## src/design/gte_pkg.sv

```systemverilog
// ----------------------------------------------------------------------------
// gte_pkg: shared types and constants of the GPS track heading estimator
// Field widths, state encodings, CORDIC constants and the arctangent table.
// ----------------------------------------------------------------------------
package gte_pkg;

  localparam int EastW  = 30;
  localparam int NorthW = 34;
  localparam int ZoneW  = 11;
  localparam int TagW   = 32;
  localparam int ThrW   = 40;
  localparam int OutW   = 16;

  localparam int CordicSteps = 20;
  localparam int StepW       = 5;

  localparam logic [21:0] PiQ20      = 22'd3294199;
  localparam logic [21:0] HalfPiQ20  = 22'd1647099;
  localparam logic [29:0] GainInvQ30 = 30'd652032874;

  typedef enum logic [2:0] {
    S_IDLE, S_READ, S_DIFF, S_SQ, S_CMP, S_START, S_WAIT, S_PUSH
  } state_t;

  typedef enum logic [2:0] {
    H_IDLE, H_NORM, H_VEC, H_MAG, H_ROT, H_DONE
  } hstate_t;

  typedef struct packed {
    logic start;
    logic ack;
  } hd_ctrl_t;

  typedef struct packed {
    logic done;
  } hd_stat_t;

  // atan(2^-i) in Q.20 radians
  function automatic logic [19:0] atan_q20(input logic [StepW-1:0] i);
    logic [19:0] v;
    case (i)
      5'd0:    v = 20'd823550;
      5'd1:    v = 20'd486170;
      5'd2:    v = 20'd256879;
      5'd3:    v = 20'd130396;
      5'd4:    v = 20'd65451;
      5'd5:    v = 20'd32757;
      5'd6:    v = 20'd16383;
      5'd7:    v = 20'd8192;
      5'd8:    v = 20'd4096;
      5'd9:    v = 20'd2048;
      5'd10:   v = 20'd1024;
      5'd11:   v = 20'd512;
      5'd12:   v = 20'd256;
      5'd13:   v = 20'd128;
      5'd14:   v = 20'd64;
      5'd15:   v = 20'd32;
      5'd16:   v = 20'd16;
      5'd17:   v = 20'd8;
      5'd18:   v = 20'd4;
      5'd19:   v = 20'd2;
      default: v = 20'd0;
    endcase
    return v;
  endfunction

endpackage

```

## src/design/gte_heading_cordic.sv

```systemverilog
// ----------------------------------------------------------------------------
// gte_heading_cordic: iterative heading and half-angle sine/cosine unit
// Normalizes one bit a cycle, then one vectoring and one rotation step a cycle.
// ----------------------------------------------------------------------------
module gte_heading_cordic (
  input  logic                         clk,
  input  logic                         rst,
  input  gte_pkg::hd_ctrl_t            ctrl,
  input  logic signed [30:0]           de,
  input  logic signed [34:0]           dn,
  output gte_pkg::hd_stat_t            stat,
  output logic signed [15:0]           yaw_angle,
  output logic signed [15:0]           quat_z,
  output logic signed [15:0]           quat_w
);
  import gte_pkg::*;

  hstate_t             hstate, hstate_next;
  logic [40:0]         ax, ay;
  logic                neg_n, neg_e;
  logic [StepW-1:0]    step;
  logic signed [44:0]  vx, vy;
  logic signed [22:0]  acc;
  logic signed [32:0]  rx, ry;
  logic signed [22:0]  h;
  logic signed [15:0]  yaw;

  logic signed [44:0]  vxs, vys;
  logic signed [32:0]  rxs, rys;
  logic signed [22:0]  atan_s;
  logic [21:0]         a_cl, mag;
  logic [22:0]         ym_sum;
  logic [14:0]         s_q, c_q;
  logic                last_step;

  function automatic logic [14:0] round_q14(input logic signed [32:0] v);
    logic [30:0] c;
    logic [30:0] sum;
    if (v < 0) begin
      c = '0;
    end else if (v > 33'sd1073741824) begin
      c = 31'd1073741824;
    end else begin
      c = v[30:0];
    end
    sum = c + 31'd32768;
    return sum[30:16];
  endfunction

  assign vxs       = vx >>> step;
  assign vys       = vy >>> step;
  assign rxs       = rx >>> step;
  assign rys       = ry >>> step;
  assign atan_s    = $signed({3'b000, atan_q20(step)});
  assign last_step = (step == StepW'(CordicSteps - 1));

  // clamp the first-quadrant angle, then fold into [0, pi]
  always_comb begin
    if (acc < 0) begin
      a_cl = '0;
    end else if (acc > $signed({1'b0, HalfPiQ20})) begin
      a_cl = HalfPiQ20;
    end else begin
      a_cl = acc[21:0];
    end
    mag    = neg_e ? (PiQ20 - a_cl) : a_cl;
    ym_sum = {1'b0, mag} + 23'd64;
  end

  assign s_q       = round_q14(ry);
  assign c_q       = round_q14(rx);
  assign yaw_angle = yaw;
  assign quat_z    = neg_n ? -$signed({1'b0, s_q}) : $signed({1'b0, s_q});
  assign quat_w    = $signed({1'b0, c_q});

  always_comb begin
    hstate_next = hstate;
    case (hstate)
      H_IDLE: begin
        if (ctrl.start) hstate_next = H_NORM;
      end
      H_NORM: begin
        if (ay == '0 || ax == '0) begin
          hstate_next = H_MAG;
        end else if (!ax[40] && !ay[40]) begin
          hstate_next = H_NORM;
        end else begin
          hstate_next = H_VEC;
        end
      end
      H_VEC: begin
        if (last_step) hstate_next = H_MAG;
      end
      H_MAG: hstate_next = H_ROT;
      H_ROT: begin
        if (last_step) hstate_next = H_DONE;
      end
      H_DONE: begin
        if (ctrl.ack) hstate_next = H_IDLE;
      end
      default: hstate_next = H_IDLE;
    endcase
  end

  always_comb begin
    stat.done = (hstate == H_DONE);
  end

  always_ff @(posedge clk) begin
    if (rst) begin
      hstate <= H_IDLE;
    end else begin
      hstate <= hstate_next;
    end
  end

  always_ff @(posedge clk) begin
    case (hstate)
      H_IDLE: begin
        ax    <= {10'd0, (de[30] ? 31'(-de) : 31'(de))};
        ay    <= {6'd0, (dn[34] ? 35'(-dn) : 35'(dn))};
        neg_e <= de[30];
        neg_n <= dn[34];
      end
      H_NORM: begin
        if (ay == '0) begin
          acc <= '0;
        end else if (ax == '0) begin
          acc <= $signed({1'b0, HalfPiQ20});
        end else if (!ax[40] && !ay[40]) begin
          ax <= {ax[39:0], 1'b0};
          ay <= {ay[39:0], 1'b0};
        end else begin
          vx   <= $signed({4'd0, ax});
          vy   <= $signed({4'd0, ay});
          acc  <= '0;
          step <= '0;
        end
      end
      H_VEC: begin
        if (!vy[44]) begin
          vx  <= vx + vys;
          vy  <= vy - vxs;
          acc <= acc + atan_s;
        end else begin
          vx  <= vx - vys;
          vy  <= vy + vxs;
          acc <= acc - atan_s;
        end
        step <= last_step ? '0 : step + StepW'(1);
      end
      H_MAG: begin
        yaw  <= neg_n ? -$signed({1'b0, ym_sum[21:7]}) : $signed({1'b0, ym_sum[21:7]});
        h    <= $signed({2'b00, mag[21:1]});
        rx   <= $signed({3'b000, GainInvQ30});
        ry   <= '0;
        step <= '0;
      end
      H_ROT: begin
        if (!h[22]) begin
          rx <= rx - rys;
          ry <= ry + rxs;
          h  <= h - atan_s;
        end else begin
          rx <= rx + rys;
          ry <= ry - rxs;
          h  <= h + atan_s;
        end
        step <= last_step ? '0 : step + StepW'(1);
      end
      default: begin
      end
    endcase
  end

endmodule

```

## config.mk

```make
export PLATFORM = sky130hd
export DESIGN_NAME = gte_heading_cordic
export DESIGN_NICKNAME = d
export VERILOG_FILES = /design/src/design/gte_pkg.sv /design/src/design/gte_heading_cordic.sv
export SDC_FILE = /design/constraint.sdc
export NUM_CORES = 2
export LEC_CHECK = 0
export BUFFER_PORTS_ARGS = -buffer_cell sky130_fd_sc_hd__clkbuf_2
export CAP_MARGIN = 20
export CORE_ASPECT_RATIO = 0.75
export CORE_UTILIZATION = 42
export DETAILED_ROUTE_END_ITERATION = 10
export SETUP_SLACK_MARGIN = 0.15
export SLEW_MARGIN = 10
export SYNTH_ARGS = -nofsm -noshare
export SYNTH_HDL_FRONTEND = slang
export SYNTH_SLANG_ARGS = --single-unit
```

## constraint.sdc

```tcl
create_clock -name clk -period 17.7 [get_ports clk]
set_input_delay 3.54 -clock clk [delete_from_list [all_inputs] [get_ports clk]]
set_output_delay 3.54 -clock clk [all_outputs]
set_load 0.05 [all_outputs]
```

# Word-level counts from Yosys, hierarchy flattened
# Memory sizes are Yosys's and may differ from the RTL's. A register that Yosys moved wholly into a read port is not among the register bits.
# Index checks and enable logic that the tools add are counted.
[word_totals]
register_bits = 310
latch_bits = 0
ram_bits = 0
rom_bits = 640
inputBits = 70
output_inout_bits = 49
mem_count = 1
[classes]
n_addsub = 21
multipliers = 0
div = 0
n_lt_le_gt_ge = 6
eq_ne = 15
shifts = 4
mux = 53
n_bitwise = 0
n_reduce_logical = 17
[mem_list]
columns = ["name", "depth", "width", "read_ports", "rd_ports_with_merged_regs", "write_ports", "line_no", "source"]
rows = [
  ["(no name shown)", 32, 20, 1, 1, 0, "gte_pkg.sv:41", "case (i)"],
]
[ops]
columns = ["cell", "count"]
rows = [
  ["two-way mux 45 bit", 8],
  ["two-way mux 41 bit", 6],
  ["case mux 45 bit (2 select lines)", 2],
  ["case mux 41 bit (2 select lines)", 2],
  ["two-way mux 31 bit", 5],
  ["case mux 33 bit (2 select lines)", 2],
  ["two-way mux 23 bit", 5],
  ["case mux 23 bit (2 select lines)", 2],
  ["adder 45 bit", 2],
  [">>> shifter 45 x 5 -> 45 bit", 2],
  ["subtractor 45 bit", 2],
  ["logical NOT 41 bit", 2],
  ["adder 33 bit", 2],
  ["greater-than comparator 33 x 32 -> 1 bit (second input constant)", 2],
  ["< comparator 33 x 1 -> 1 bit (second input constant)", 2],
  ["two-way mux 22 bit", 3],
  ["two-way mux 33 bit", 2],
  [">>> shifter 33 x 5 -> 33 bit", 2],
  ["subtractor 33 bit", 2],
  ["adder 31 x 16 -> 31 bit (second input constant)", 2],
  ["adder 23 x 21 -> 23 bit", 2],
  ["subtractor 23 x 21 -> 23 bit", 2],
  ["two-way mux 35 bit", 1],
  ["negation 35 bit", 1],
  ["29 further kinds", 53],
]

# Depth between registers and ports, before layout
[logic_depth]
word_depth = 8
mapped_depth = 30
depth_no_buf = 24

# Least setup slack after synthesis
# Ideal clock, no wire load.
[synth_path]
kind = "register -> output"
startpoint = "reg ry[18]"
endpoint = "out quat_z[10]"
arrival_time_ps = 3983
required_ps = 14160
slack_ps = 10177
stages_incl_launch_ff = 19
n_path_buf = 2
cell_sequence = "edfxtp_1 > clkbuf_1 > nor4_1 > nand4_1 > o22ai_1 > nor2b_1 > clkbuf_1 > and2_1 > ha_1 > nand2_1 > nor3_1 > a21oi_1 > or3_1 > nor2_1 > a21o_1 > nand2_1 > nor2_1 > nor2_1 > o22ai_1"
[synth_between]
elab_chain_len = 6
elab_cells_between_ends = 7
[synth_rtl]
columns = ["item", "line_no", "source"]
rows = [
  ["from (decl)", "gte_heading_cordic.sv:24", "logic signed [32:0] rx, ry;"],
  ["from (signal assigned)", "gte_heading_cordic.sv:162", "ry <= ry + rxs;"],
  ["from (signal assigned)", "gte_heading_cordic.sv:166", "ry <= ry - rxs;"],
  ["greater-than comparator 33 x 32 -> 1 bit", "gte_heading_cordic.sv:41", "end else if (v > 33'sd1073741824) begin"],
  ["two-way mux 31 bit", "gte_heading_cordic.sv:41", ""],
  ["two-way mux 31 bit (*)", "gte_heading_cordic.sv:39", "if (v < 0) begin"],
  ["adder 31 x 16 -> 31 bit (*)", "gte_heading_cordic.sv:46", "sum = c + 31'd32768;"],
  ["negation 15 -> 16 bit", "gte_heading_cordic.sv:73", "assign quat_z = neg_n ? -$signed({1'b0, s_q}) : $signed({1'b0, s_q});"],
  ["two-way mux 16 bit (*)", "gte_heading_cordic.sv:73", ""],
  ["to (decl)", "gte_heading_cordic.sv:13", "output logic signed [15:0] quat_z,"],
]
# Mark *: on every way between the ends. The rest lies on a longest branch, timed or not.

# Worst setup path in the final report
[layout_path]
startpoint = "reg ry[29]"
endpoint = "out quat_z[14]"
# Same word-level chain as after synthesis.

==> metrics.txt <==
# TYPE chip_impl_metric gauge
chip_impl_metric{name="dp_hpwl",unit="um"} 92400
chip_impl_metric{name="drive_gt1_frac",unit=""} 0.132
chip_impl_info{name="yosys-top-cells-count",value="488 x sky130_fd_sc_hd__nand2_1, 404 x sky130_fd_sc_hd__nor2_1, 385 x sky130_fd_sc_hd__o21ai_0"} 1
chip_impl_metric{name="design.die.area",unit="um2"} 95000
chip_impl_metric{name="clock_skew",unit="ns"} 0.0220
chip_impl_info{name="synth_top_flop_cell",value="sky130_fd_sc_hd__edfxtp_1"} 1
chip_impl_metric{name="synth.cell_area",unit="um2"} 39400
chip_impl_metric{name="synth_area_per_cell",unit="um2"} 8.86
chip_impl_metric{name="num-fill-cells",unit=""} 8815
chip_impl_metric{name="final-hold-violation-count",unit=""} 0
chip_impl_metric{name="pin_count_of_the_biggest_net_entering_global_routing",unit=""} 148
chip_impl_metric{name="avgRoutedWirePerCell",unit="um"} 21.7
chip_impl_metric{name="finish.net_count",unit=""} 4688
chip_impl_metric{name="postLayoutCoreUtil",unit=""} 0.459
chip_impl_metric{name="cts_buffer_depth",unit=""} 3
chip_impl_metric{name="cap_violations",unit=""} 0
chip_impl_metric{name="drt.antenna.violating_nets",unit=""} 0
chip_impl_metric{name="hold_buffers",unit=""} 0
chip_impl_metric{name="detail_route.first_pass.iterations",unit=""} 10
chip_impl_metric{name="cts_inserted_buffers",unit=""} 41
chip_impl_metric{name="yosys_top_cell_area_share",unit=""} 0.234
chip_impl_metric{name="grt_overflow",unit=""} 0
chip_impl_info{name="rsz_0062_raised_after_global_routing",value="no"} 1
chip_impl_metric{name="slew_viols_final",unit=""} 0
chip_impl_metric{name="count_of_antenna_diodes_in_the_layout",unit=""} 0
chip_impl_metric{name="share_of_flip_flops_with_an_asynchronous_set_or_reset",unit=""} 0
chip_impl_metric{name="fp.dieW",unit="um"} 356
chip_impl_metric{name="vias_per_cell",unit=""} 6.29
chip_impl_metric{name="placedCellCount",unit=""} 5576
chip_impl_metric{name="worst_ep_arrival_time",unit="ns"} 5.42
chip_impl_metric{name="edff_count_synth",unit=""} 307
chip_impl_metric{name="grt_first_pass_wirelength",unit="um"} 191000
chip_impl_metric{name="cts_htree_levels",unit=""} 2
chip_impl_info{name="outcome",value="finished with violations"} 1
chip_impl_metric{name="synth.ff_latch_count",unit=""} 330
chip_impl_metric{name="total_via_count_after_detailed_routing",unit=""} 35537
chip_impl_info{name="setup.worst_path.class",value="reg -> out"} 1
chip_impl_metric{name="number_of_global_route_vias_before_repair",unit=""} 32078
chip_impl_metric{name="synth_seq_area_share",unit=""} 0.246
chip_impl_metric{name="timing.critical_path.required",unit="ns"} 14.16
chip_impl_info{name="cts-root-buf",value="sky130_fd_sc_hd__clkbuf_16"} 1
chip_impl_metric{name="layout_worst_path_cycle_share",unit=""} 0.506
chip_impl_metric{name="area_growth",unit="%"} 7.38
chip_impl_metric{name="final_cells",unit=""} 5651
chip_impl_metric{name="sequential_cell_area",unit="um2"} 9680
chip_impl_metric{name="drc",unit=""} 6
chip_impl_metric{name="design.portCount",unit=""} 119
chip_impl_metric{name="post_cts_buffers",unit=""} 0
chip_impl_info{name="tritoncts",value="built"} 1
chip_impl_metric{name="footprint_of_the_multi_input_gates",unit="um2"} 28300
chip_impl_metric{name="grt.total_usage",unit=""} 0.253
chip_impl_metric{name="initial_antenna_violation_count",unit=""} 2
chip_impl_metric{name="clock_insertion_delay_worst_skew",unit="ns"} 0.60
chip_impl_metric{name="cts.reportedPaths.clkPinSlew",unit="ns"} 0.06
chip_impl_info{name="yosys-top-cells-area",value="sky130_fd_sc_hd__edfxtp_1 23%, sky130_fd_sc_hd__mux4_2 14%, sky130_fd_sc_hd__ha_1 6.9%, sky130_fd_sc_hd__xnor2_1 5.0%, sky130_fd_sc_hd__xor2_1 4.9%"} 1
chip_impl_metric{name="timing.final.crit_period",unit="ns"} 8.96
chip_impl_metric{name="max_slew.worst_pin.slew",unit="ns"} 1.24
chip_impl_metric{name="worstPathMaxFanout",unit=""} 14
chip_impl_metric{name="worst-r2r-setup-slack",unit="ns"} 9.69
chip_impl_metric{name="setup_viol_count_final",unit=""} 0
chip_impl_info{name="failed_checks",value="DRC"} 1
chip_impl_info{name="min_path_type",value="reg -> reg"} 1
chip_impl_metric{name="detail_route.wirelength",unit="um"} 123000
chip_impl_info{name="setup.worst_path.end_class",value="primary output"} 1
chip_impl_metric{name="port_buffer_count",unit=""} 117
chip_impl_metric{name="max_slew_margin",unit=""} 0.160
chip_impl_metric{name="syn_inst",unit=""} 4446
chip_impl_metric{name="num_rows",unit=""} 96
chip_impl_metric{name="initial_utilization",unit=""} 0.428
chip_impl_metric{name="die_height",unit="um"} 267
chip_impl_info{name="crit_path_start_kind",value="flop"} 1
chip_impl_metric{name="synth-warning-count",unit=""} 0
chip_impl_metric{name="place.gp.congestion",unit=""} 0.975
chip_impl_metric{name="core_footprint",unit="um2"} 92100
chip_impl_metric{name="post_cts.resized_instances",unit=""} 0
chip_impl_metric{name="peak_clock_frequency_supported_by_timing",unit="GHz"} 0.112
chip_impl_info{name="netlist.top_cell.by_area",value="sky130_fd_sc_hd__edfxtp_1"} 1
chip_impl_metric{name="drt_first_iter_violations",unit=""} 4042
chip_impl_metric{name="cts.sink_count",unit=""} 330
chip_impl_metric{name="yosys.cell_types.count",unit=""} 101
chip_impl_info{name="most_repeated_cell_in_the_gate_level_netlist_after_synthesis",value="sky130_fd_sc_hd__nand2_1"} 1
chip_impl_metric{name="setup_tns",unit="ns"} 0
chip_impl_metric{name="syn-num-nets",unit=""} 4740
-- stage by stage --
step | worst slack, ns | area, um2 | hold WS, ns
after floorplan | 10.18 | 39400 | 0.535
after global placement | 9.57 | 40900 | 0.568
after detailed placement | 9.44 | 40900 | 0.576
after CTS | 8.78 | 42300 | 0.586
after global routing | 8.23 | 42300 | 0.602
final | 8.74 | 42300 | 0.582
-- sequential cells by signal, indices dropped and copies added, names as in the netlist, 23 cells and up --
name and count:
vx 45, ry 33, acc 23, ax 41
h 23, ay 41, vy 45, rx 33
-- kinds of logic after synthesis --
family	count (synthesis)	share of synthesized area
and+or+nand+nor	1493	0.182
adders and majority gates	224	0.0723
xor gates and xnor gates	448	0.0996
muxes	365	0.170
AOI/OAI and AO/OA	1226	0.194
DFF	330	0.246
other	1	0.0000952
buffers and inverters	359	0.0367
-- worst max-delay path, stage by stage (launching register included) --
cell and delay, ns:
sky130_fd_sc_hd__edfxtp_1 0.56, sky130_fd_sc_hd__nor4b_1 0.41, sky130_fd_sc_hd__nand4_1 0.17, sky130_fd_sc_hd__o22ai_1 0.19, sky130_fd_sc_hd__nor2b_1 0.75, sky130_fd_sc_hd__and2_1 0.24, sky130_fd_sc_hd__ha_1 0.23, sky130_fd_sc_hd__nand2_1 0.12
sky130_fd_sc_hd__nor3_1 0.19, sky130_fd_sc_hd__a21oi_1 0.09, sky130_fd_sc_hd__or3_1 0.39, sky130_fd_sc_hd__nor2_1 0.19, sky130_fd_sc_hd__a21o_1 0.20, sky130_fd_sc_hd__o21ai_0 0.09, sky130_fd_sc_hd__nor2_1 0.15, sky130_fd_sc_hd__o21ai_0 0.16
sky130_fd_sc_hd__o21ai_0 0.23, sky130_fd_sc_hd__xnor2_1 0.14, sky130_fd_sc_hd__clkbuf_2 0.29
-- area by class of cell --
class	count	area share
clock inverters	25	0.00799
repair buffers	155	0.0215
inverters	109	0.00991
flip-flops and latches	330	0.229
well taps	1225	0.0362
clock buffers	50	0.0260
multi-input cells	3757	0.670
-- placed cells by master (no fill, tap or decap), types with 81 or more instances in the layout --
cell type,netlist,layout
sky130_fd_sc_hd__nand2_1,488,485
sky130_fd_sc_hd__nor2_1,404,402
sky130_fd_sc_hd__o21ai_0,385,385
sky130_fd_sc_hd__edfxtp_1,307,307
sky130_fd_sc_hd__a21oi_1,302,300
sky130_fd_sc_hd__mux4_2,239,239
sky130_fd_sc_hd__xnor2_1,226,226
sky130_fd_sc_hd__xor2_1,222,222
sky130_fd_sc_hd__ha_1,218,218
sky130_fd_sc_hd__clkbuf_2,0,117
sky130_fd_sc_hd__inv_1,106,105
sky130_fd_sc_hd__mux2i_1,92,92
sky130_fd_sc_hd__nor3_1,81,81
-- metal layers --
| layer | global-route usage | up-vias | wire [um] |
|---|---|---|---|
| met5 | 0 | - | 0 |
| met4 | 0.0442 | 0 | 1690 |
| met3 | 0.0557 | 109 | 12000 |
| met2 | 0.344 | 1463 | 48500 |
| met1 | 0.404 | 17331 | 60500 |
| li1 | - | 16634 | - |
-- worst paths after layout --
path	cells past startpoint	start	end
setup reg to reg	22	step[0]$_DFFE_PP_	ry[32]$_SDFFCE_PN0P_
setup / recovery	18	ry[29]$_SDFFCE_PN0P_	quat_z[14]
hold / removal	2	ax[4]$_DFFE_PP_	ax[5]$_DFFE_PP_
hold reg to reg	2	ax[4]$_DFFE_PP_	ax[5]$_DFFE_PP_
Power is left out: the tool's default activity adds up to more than one toggle a clock period on the data nets, which glitch-free logic cannot reach.
